### config.mk
export PLATFORM = sky130hd
export DESIGN_NAME = i2c_temp_sensor_read_sequencer
export DESIGN_NICKNAME = d
export VERILOG_FILES = /design/src/hw/rtl/i2cts_pkg.sv /design/src/hw/rtl/i2cts_format.sv /design/src/hw/rtl/i2cts_step.sv /design/src/hw/rtl/i2c_temp_sensor_read_sequencer.sv
export SDC_FILE = /design/constraint.sdc
export NUM_CORES = 1
export LEC_CHECK = 0
export ABC_AREA = 1
export ABC_CLOCK_PERIOD_IN_PS = 4700
export BUFFER_PORTS_ARGS = -buffer_cell sky130_fd_sc_hd__buf_2
export CORE_AREA = 2 2 125 127
export DETAILED_ROUTE_END_ITERATION = 8
export DIE_AREA = 0 0 127 129
export PLACE_DENSITY = 0.64
export SYNTH_ARGS = -nofsm -noshare
export SYNTH_HDL_FRONTEND = slang
export SYNTH_SLANG_ARGS = --single-unit
export TNS_END_PERCENT = 1
### constraint.sdc
create_clock -name clk -period 4.7 [get_ports clk]
set_clock_uncertainty 0.1 [all_clocks]
set_input_delay 0.47 -clock clk [delete_from_list [all_inputs] [get_ports clk]]
set_output_delay 0.47 -clock clk [all_outputs]
set_load 0.05 [all_outputs]
### src/hw/rtl/i2cts_pkg.sv
// ---------------------------------------------------------------------------
// i2cts_pkg
// Shared types and constants for the temperature sensor read sequencer.
// ---------------------------------------------------------------------------
package i2cts_pkg;

    // Controller status codes
    localparam logic [7:0] STATUS_START     = 8'h08;
    localparam logic [7:0] STATUS_ADDR_ACK  = 8'h40;
    localparam logic [7:0] STATUS_ADDR_NACK = 8'h48;
    localparam logic [7:0] STATUS_DATA_ACK  = 8'h50;
    localparam logic [7:0] STATUS_DATA_NACK = 8'h58;

    // Control register bit groups
    localparam logic [7:0] CON_NONE         = 8'h00;
    localparam logic [7:0] CON_ACK          = 8'h04;
    localparam logic [7:0] CON_INT          = 8'h08;
    localparam logic [7:0] CON_ACK_INT      = 8'h0C;
    localparam logic [7:0] CON_STOP_ACK     = 8'h14;
    localparam logic [7:0] CON_START_INT    = 8'h28;

    localparam logic [7:0] READ_ADDR_RESET  = 8'h91;
    localparam logic [7:0] RELOAD_BYTE0     = 8'hCD;
    localparam logic [7:0] RELOAD_BYTE1     = 8'h05;

    localparam int         BUFFER_BYTES     = 2;
    localparam logic [1:0] COUNT_FULL       = 2'(BUFFER_BYTES);

    localparam logic [5:0] ASCII_ZERO       = 6'd48;

    typedef struct packed {
        logic [7:0] byte0;
        logic [7:0] byte1;
        logic [1:0] count;
    } rx_state_t;

    typedef struct packed {
        logic [5:0] int_tens_char;
        logic [5:0] int_ones_char;
        logic [5:0] frac_hund_char;
        logic [5:0] frac_tens_char;
        logic [5:0] frac_ones_char;
    } digits_t;

    typedef struct packed {
        logic [7:0]  con_set;
        logic [7:0]  con_clr;
        logic        tx_load;
        logic [7:0]  tx_byte;
        logic        reading_valid;
        logic [17:0] temp_milli;
        digits_t     digits;
    } result_t;

endpackage

### src/hw/rtl/i2cts_format.sv
// ---------------------------------------------------------------------------
// i2cts_format
// Scales the buffered reading to millidegrees and produces its ASCII digits.
// ---------------------------------------------------------------------------
module i2cts_format (
    input  logic [7:0]        byte0,
    input  logic [7:0]        byte1,
    output logic [17:0]       temp_milli,
    output i2cts_pkg::digits_t digits
);
    import i2cts_pkg::*;

    logic [10:0] reading;
    logic [2:0]  eighths;
    logic [15:0] recip_prod;
    logic [4:0]  quot10;
    logic [7:0]  ones_val;
    logic [4:0]  tens_val;
    logic [3:0]  frac_hund;
    logic [3:0]  frac_tens;
    logic [3:0]  frac_ones;

    assign reading    = {byte0, byte1[7:5]};
    assign temp_milli = 18'(reading) * 18'd125;

    // Whole degrees are reading / 8, which is exactly byte0, and the
    // remainder in millidegrees is the low three bits times 125.
    assign eighths = byte1[7:5];

    // Division of an eight-bit value by ten through a reciprocal multiply.
    assign recip_prod = 16'(byte0) * 16'd205;
    assign quot10     = recip_prod[15:11];
    assign ones_val   = byte0 - 8'(8'(quot10) * 8'd10);

    always_comb
    begin
        if (quot10 >= 5'd20)
        begin
            tens_val = quot10 - 5'd20;
        end
        else if (quot10 >= 5'd10)
        begin
            tens_val = quot10 - 5'd10;
        end
        else
        begin
            tens_val = quot10;
        end
    end

    always_comb
    begin
        unique case (eighths)
            3'd0:
            begin
                frac_hund = 4'd0; frac_tens = 4'd0; frac_ones = 4'd0;
            end
            3'd1:
            begin
                frac_hund = 4'd1; frac_tens = 4'd2; frac_ones = 4'd5;
            end
            3'd2:
            begin
                frac_hund = 4'd2; frac_tens = 4'd5; frac_ones = 4'd0;
            end
            3'd3:
            begin
                frac_hund = 4'd3; frac_tens = 4'd7; frac_ones = 4'd5;
            end
            3'd4:
            begin
                frac_hund = 4'd5; frac_tens = 4'd0; frac_ones = 4'd0;
            end
            3'd5:
            begin
                frac_hund = 4'd6; frac_tens = 4'd2; frac_ones = 4'd5;
            end
            3'd6:
            begin
                frac_hund = 4'd7; frac_tens = 4'd5; frac_ones = 4'd0;
            end
            default:
            begin
                frac_hund = 4'd8; frac_tens = 4'd7; frac_ones = 4'd5;
            end
        endcase
    end

    assign digits.int_tens_char  = ASCII_ZERO + 6'(tens_val);
    assign digits.int_ones_char  = ASCII_ZERO + 6'(ones_val[3:0]);
    assign digits.frac_hund_char = ASCII_ZERO + 6'(frac_hund);
    assign digits.frac_tens_char = ASCII_ZERO + 6'(frac_tens);
    assign digits.frac_ones_char = ASCII_ZERO + 6'(frac_ones);

endmodule

### src/hw/rtl/i2cts_step.sv
// ---------------------------------------------------------------------------
// i2cts_step
// Decodes one status event into control actions and the next buffer state.
// ---------------------------------------------------------------------------
module i2cts_step (
    input  logic [7:0]           status_code,
    input  logic [7:0]           rx_byte,
    input  logic [7:0]           read_addr,
    input  i2cts_pkg::rx_state_t state,
    output i2cts_pkg::rx_state_t state_next,
    output i2cts_pkg::result_t   result
);
    import i2cts_pkg::*;

    logic [17:0] fmt_milli;
    digits_t     fmt_digits;
    logic [1:0]  count_inc;

    i2cts_format u_format (
        .byte0      (state.byte0),
        .byte1      (state.byte1),
        .temp_milli (fmt_milli),
        .digits     (fmt_digits)
    );

    assign count_inc = state.count + 2'd1;

    always_comb
    begin
        state_next = state;
        result     = '0;
        unique case (status_code)
            STATUS_START:
            begin
                result.tx_load = 1'b1;
                result.tx_byte = read_addr;
                result.con_clr = CON_START_INT;
            end
            STATUS_ADDR_NACK:
            begin
                result.con_clr = CON_START_INT;
            end
            STATUS_ADDR_ACK:
            begin
                result.con_set = CON_ACK;
                result.con_clr = CON_INT;
            end
            STATUS_DATA_ACK:
            begin
                if (state.count < COUNT_FULL)
                begin
                    if (state.count[0])
                    begin
                        state_next.byte1 = rx_byte;
                    end
                    else
                    begin
                        state_next.byte0 = rx_byte;
                    end
                    state_next.count = count_inc;
                end
                // Keep acknowledging until the buffer has just filled.
                if (state_next.count < COUNT_FULL)
                begin
                    result.con_set = CON_ACK;
                    result.con_clr = CON_INT;
                end
                else
                begin
                    result.con_clr = CON_ACK_INT;
                end
            end
            STATUS_DATA_NACK:
            begin
                result.con_set       = CON_STOP_ACK;
                result.con_clr       = CON_INT;
                result.reading_valid = 1'b1;
                result.temp_milli    = fmt_milli;
                result.digits        = fmt_digits;
                state_next.byte0     = RELOAD_BYTE0;
                state_next.byte1     = RELOAD_BYTE1;
                state_next.count     = 2'd0;
            end
            default:
            begin
                result = '0;
            end
        endcase
    end

endmodule

### src/hw/rtl/i2c_temp_sensor_read_sequencer.sv
// Each status event is captured in the input register and its result is
// registered in the result register before it is shown on the master side.
// Throughput: one status event per cycle unless the master side stalls; the
// input register refills in the same cycle as its item moves to the result
// register. Reset clears the receive buffer, byte count and both valid flags,
// and sets the slave address register to 0x91.
// ---------------------------------------------------------------------------
// i2c_temp_sensor_read_sequencer
// I2C master sequencer for a two-byte temperature read, one status per item.
// ---------------------------------------------------------------------------
module i2c_temp_sensor_read_sequencer (
    input  logic        clk,
    input  logic        rst_n,
    input  logic        cfg_valid,
    output logic        cfg_ready,
    input  logic [7:0]  cfg_data,      // slave_address_byte
    input  logic        s_tvalid,
    output logic        s_tready,
    input  logic [7:0]  s_tdata,       // rx_byte
    input  logic [7:0]  s_tuser,       // status_code
    output logic        m_tvalid,
    input  logic        m_tready,
    output logic [71:0] m_tdata,       // con_set, con_clr, tx_byte, temp_milli,
                                       // int_tens, int_ones, frac_hund,
                                       // frac_tens, frac_ones chars
    output logic [1:0]  m_tuser        // tx_load, reading_valid
);
    import i2cts_pkg::*;

    logic      in_valid_reg;
    logic [7:0] in_status_reg;
    logic [7:0] in_rx_reg;
    logic      out_valid_reg;
    result_t   out_reg;
    result_t   result_next;
    rx_state_t state_reg;
    rx_state_t state_next;
    logic [7:0] read_addr_reg;
    logic      advance;

    assign advance   = in_valid_reg && (!out_valid_reg || m_tready);
    assign s_tready  = !in_valid_reg || advance;
    assign cfg_ready = 1'b1;

    i2cts_step u_step (
        .status_code (in_status_reg),
        .rx_byte     (in_rx_reg),
        .read_addr   (read_addr_reg),
        .state       (state_reg),
        .state_next  (state_next),
        .result      (result_next)
    );

    always_ff @(posedge clk or negedge rst_n)
    begin
        if (!rst_n)
        begin
            in_valid_reg  <= 1'b0;
            out_valid_reg <= 1'b0;
            state_reg     <= '0;
            read_addr_reg <= READ_ADDR_RESET;
        end
        else
        begin
            if (s_tready)
            begin
                in_valid_reg <= s_tvalid;
            end
            if (advance)
            begin
                out_valid_reg <= 1'b1;
                state_reg     <= state_next;
            end
            else if (m_tready)
            begin
                out_valid_reg <= 1'b0;
            end
            if (cfg_valid)
            begin
                read_addr_reg <= cfg_data;
            end
        end
    end

    always_ff @(posedge clk)
    begin
        if (s_tvalid && s_tready)
        begin
            in_status_reg <= s_tuser;
            in_rx_reg     <= s_tdata;
        end
        if (advance)
        begin
            out_reg <= result_next;
        end
    end

    assign m_tvalid = out_valid_reg;
    assign m_tdata  = {out_reg.digits.frac_ones_char, out_reg.digits.frac_tens_char,
                       out_reg.digits.frac_hund_char, out_reg.digits.int_ones_char,
                       out_reg.digits.int_tens_char, out_reg.temp_milli,
                       out_reg.tx_byte, out_reg.con_clr, out_reg.con_set};
    assign m_tuser  = {out_reg.reading_valid, out_reg.tx_load};

endmodule

---- Word-level counts from Yosys, hierarchy flattened ----
Cells that the tools add are included.
cells by class
  $add $sub $neg .......................... 9
  multiply operators ...................... 3
  magnitude comparators ................... 4
  eq/ne operators ......................... 14
  muxes and demuxes ....................... 18
  reductions and logical operators ........ 18
operator list
  kind                     number
  $mux W49                 1
  $mux W18                 2
  $pmux W18 S2             1
  $eq A8 B7 Y1 const B     4
  $pmux W4 S7              1
  $add A5 B5 Y6 const A    4
  $pmux W8 S3              1
  $mul A11 B7 Y18 const B  1
  $mul A8 B8 Y16 const B   1
  $mux W8                  2
  $pmux W5 S3              1
  $mux W5                  2
  $reduce_or A2 Y1         5
  $eq A3 B3 Y1 const B     3
  $mux W3                  3
  $mux W9                  1
  $pmux W3 S3              1
  $eq A8 B4 Y1 const B     1
  $reduce_and A4 Y1        2
  $add A6 B5 Y6 const A    1
  $eq A3 B2 Y1 const B     2
  $ge A5 B4 Y1 const B     1
  $ge A5 B5 Y1 const B     1
  $mul A5 B3 Y3 const B    1
  16 further kinds         23
storage, ports and cells
  register bits ........................... 118
  output and inout bits ................... 77
  logic and storage cells ................. 85

---- Logic depth before layout (Yosys ltp) ----
  depth in word-level cells ............... 6
  depth in mapped cells ................... 24

---- Hierarchy ----
A second synthesis with hierarchy kept.
second synthesis, totals
  cells, all modules ...................... 950
  area, all modules ....................... 8702.1 µm²
by module, submodules not included
  module                          instances  cells each  area an instance (µm²)  seq. area each (µm²)
  i2c_temp_sensor_read_sequencer  1          214         3910.0                  3407.0
  i2cts_format                    1          457         3519.6                  0.0
  i2cts_step                      1          279         1272.5                  0.0

---- Worst setup path before layout ----
No wires, ideal clock.
  path type ............................... reg2reg
  start ................................... register state_reg[12] in the netlist's numbering
  end ..................................... register out_reg, in the netlist m_tdata[51], data pin
  setup time .............................. 0.253 ns
  arrival time ............................ 3.931 ns
  setup slack ............................. 0.416 ns
  cell stages (with the launch flop) ...... 22
  path buffers ............................ 0
  path through ............................ dfrtp_1 -> ha_1 -> xor2_1 -> ha_1 -> fa_1 -> inv_1 -> fa_1 -> inv_1 -> ha_1 -> a21oi_1 -> nor2_1 -> nor2_1 -> nand3_1 -> nand2_2 -> ha_1 -> inv_1 -> ha_1 -> o21bai_1 -> inv_1 -> nand2_1 -> nand2_1 -> nor2_1
between the ends
  word-level cells in the longest chain between the ends .. 4
RTL lines
  element                   RTL line                              RTL
  start: declaration        i2c_temp_sensor_read_sequencer.sv:36  rx_state_t state_reg;
  start signal: assignment  i2c_temp_sensor_read_sequencer.sv:72  state_reg <= state_next;
  $mul A8 B8 Y16            i2cts_format.sv:31                    assign recip_prod = 16'(byte0) * 16'd205;
  $mul A5 B3 Y3             i2cts_format.sv:33                    assign ones_val = byte0 - 8'(8'(quot10) * 8'd10);
  $sub A4 B4 Y4 *           i2cts_format.sv:33
  $add A5 B5 Y6 *           i2cts_format.sv:90                    assign digits.int_ones_char = ASCII_ZERO + 6'(ones_val[3:0]);
  end signal: assignment    i2c_temp_sensor_read_sequencer.sv:94  out_reg <= result_next;
  end: declaration          i2c_temp_sensor_read_sequencer.sv:34  result_t out_reg;
Every way passes the cells marked *; elsewhere a longest branch is shown, timed or not.
A chain may end at the register's enable or synchronous reset.

---- Final worst setup path ----
  start ................................... register state_reg[11] in the netlist's numbering
  end ..................................... register out_reg, in the netlist m_tdata[41], data pin
between the ends
  word-level cells in the longest chain between the ends .. 1
RTL lines
  element          RTL line            RTL
  $mul A11 B7 Y18  i2cts_format.sv:24  assign temp_milli = 18'(reading) * 18'd125;
Every way passes these cells.

==> flow_summary.toml <==
[worst_setup_path]
critPathTopFamily = "adder cells"
crit_path_frequent_cell = "inv_1"
cp_max_fo = 7
crit_chain = "inv_1, fa_1, fa_1, inv_1, fa_1, inv_1, fa_1, inv_1, ha_1, inv_1, nor3_2, nand3_1, nand3_1, nand4_1, nand3_1, a21oi_1, o21a_1"
cp.buffers_inverters = 5
slowest_delay_ps = 520
required_ps = 4700
worstSetupStartpointType = "register"
timing_worst_setup_path_type = "reg2reg"
worstPathArrival_ps = 4460
crit_slowest_cell = "fa_1"
cp-end-kind = "register"

[synth]
synthArstFlopShare_pct = 26.14
synth_edf_count = 65
syn_avg_cell_area_um2 = 9.796
synth_cell_types = 38
synth-main-ff-cell = "edfxtp_1"
synthCells = 680
synth_area_um2 = 6661
yosysWarnings = 0
yosysSeqAreaShare_pct = 38.00
synth-seq-cells = 88

[floorplanning]
die_width_um = 127
die-area_um2 = 16380
chipHeight_um = 129
rows = 45
initial_core_util_pct = 44.48
ios = 106
core_area_um2 = 14980

[timing]
fmax_ghz = 0.2242
layout_setup_ws_ps = 239.8
setup_viol = 0
slew_headroom_pct = 31.13
period_share_pct = 94.90
finalSetupTns_ps = 0
rsz0062_at_grt = "yes"
finalCriticalPeriod_ps = 4460
worst_slew_pin_slew_ps = 1033
hold_slack_ps = -7.752
hold_viol = 4
maxSlewViolCount = 0

[drt]
wirelength_mm = 13.01
drtIter0Drc = 391
final_antenna_net_count = 0
drt-wirelength-per-cell_um = 13.49
drc = 0
dr.pass1.iters = 4
via_per_inst = 4.908
via_count = 4731

[grt]
grt_pass1_vias = 4664
grt_pass1_wl_mm = 21.44
grt_max_degree = 50
antenna_found_initial = 0
track_usage_pct = 16.41
grt_overflow_total = 0

[finish]
layout_common_cells = "inv_1 (117), nand2_1 (105), buf_2 (90)"
area_growth_pct = 13.05
diodes = 0
nets = 929
drive_above_1_share_pct = 19.07
largest_reg_flops = 47
n_fill_cell = 1379
layout_commonest_cell = "inv_1"

[pwr]
intPower_mw = 1.595
p_leak_nw = 3.856
p_per_area_nw_per_um2 = 355.7
clockPowerShare_pct = 25.1
seqPwrFrac_pct = 35.5
ir_drop_uv = 188.7
p_sw_mw = 1.084
p_sw_share_pct = 40.45
p_comb_share_pct = 39.4

[placement]
portBuffers = 90
preCtsSetupSlack_ps = 141.8
post-dp-hpwl_mm = 10.47
gp_congestion = 0.8849

[clocking]
numCtsBuffers = 9
cts.htree.levels = 3
clock_latency_ps = 350
cts_tree = "built"
cts_max_path_buffers = 2
cts_root_buffer = "clkbuf_16"
clock-sinks = 88
clkTransAtPathRegs_ps = 70

[run_status]
status = "finished with violations"
violations = "negative hold slack"

[min_path]
holdCritPathClass = "in2async"

[run]
cap_violations = 0
==> logic make-up (layout without fill, tap and decap cells) <==
logic type,after synthesis,count (layout),share of synthesized area [%]
AO/OA/AOI/OAI,90,90,7.513
flip-flops,88,88,38.00
XOR/XNOR,9,9,1.183
other,2,15,0.1127
AND/OR/NAND/NOR,208,208,13.81
buffers and inverters,154,237,10.42
adder cells (fa/ha/maj),129,129,28.96
==> per-stage QoR <==
| stage | instance area, um2 | instances | util [%] | total power, mW |
|---|---|---|---|---|
| after floorplan | 6710 | 693 | - | 1.810 |
| after global routing | 7531 | 964 | 50.28 | 2.866 |
| after detailed placement | 7216 | 946 | 48.18 | 2.010 |
| final | 7531 | 964 | 50.28 | 2.679 |
| after global placement | 7216 | 946 | 48.18 | 1.993 |
| after CTS | 7487 | 962 | 49.99 | 2.688 |
==> per-layer routing <==
metal  wire (um)  GRT usage [%]  vias to the layer above
li1            -              -                     2356
met1        5902          21.06                     2253
met2        6355          27.55                      106
met3         514          3.368                       16
met4         233          6.335                        0
met5           0              0                        -
==> path summary, 6_finish.rpt <==
kind	from	end	slack [ps]	depth (start not counted)
worst min register to register	read_addr_reg[0]	read_addr_reg[0]	390	2
worst max-delay path	state_reg[11]	m_tdata[41]	240	17
worst min-delay path	rst_n	read_addr_reg[6]	-8	1
max in group asynchronous	rst_n	state_reg[16]	4110	1
min in group clk	s_tuser[5]	in_status_reg[5]	190	1
worst max register to register	state_reg[11]	m_tdata[41]	240	17
==> cell type report <==
cell class / instances / area (um2) / share of cell area [%]
Clock inverter: 6 / 42.54 / 0.5649
Timing Repair Buffer: 100 / 525.5 / 6.978
Inverter: 121 / 454.2 / 6.031
Clock buffer: 10 / 229.0 / 3.040
Tap cell: 188 / 235.2 / 3.123
Multi-Input combinational cell: 451 / 3508 / 46.59
Sequential cell: 88 / 2536 / 33.68
==> cells in the mapped netlist, types with 2 or more instances <==
| master | count | area share [%] |
|---|---|---|
| xor2_1 | 7 | 0.92 |
| o21a_1 | 3 | 0.34 |
| buf_4 | 26 | 2.9 |
| nand4_1 | 7 | 0.66 |
| o21ai_2 | 5 | 0.66 |
| buf_6 | 2 | 0.34 |
| nor2_1 | 51 | 2.9 |
| dfrtp_1 | 20 | 7.5 |
| edfxtp_1 | 65 | 29 |
| nor3_1 | 4 | 0.30 |
| clkbuf_1 | 2 | 0.11 |
| nor2_4 | 3 | 0.51 |
| a21oi_1 | 45 | 3.4 |
| ha_1 | 87 | 16 |
| o21bai_1 | 4 | 0.45 |
| inv_1 | 118 | 6.6 |
| nand3_1 | 28 | 2.1 |
| nand2_1 | 105 | 5.9 |
| xnor2_1 | 2 | 0.26 |
| nand2_2 | 3 | 0.28 |
| inv_2 | 3 | 0.17 |
| nor2_2 | 2 | 0.19 |
| buf_2 | 3 | 0.23 |
| o21ai_0 | 27 | 2.0 |
| conb_1 | 2 | 0.11 |
| dfstp_2 | 3 | 1.2 |
| fa_1 | 42 | 13 |
==> power by group through the flow <==
stage | Clock (mW) | Sequential [mW] | Combinational [mW]
after global placement | 0 | 0.966 | 1.03
after CTS | 0.686 | 0.953 | 1.05
after floorplan | 0 | 1.14 | 0.674
after detailed placement | 0 | 0.970 | 1.04
final | 0.673 | 0.952 | 1.05
after global routing | 0.721 | 0.960 | 1.18
==> timing repair <==
| item | 4_1_cts | 5_1_grt |
|---|---|---|
| setup endpoints to repair | 0 | 6 |
| resized for setup | 0 | 9 |
| setup buffers | 0 | 2 |
| hold buffers | 0 | 0 |
(Power assumes the default switching activity.)
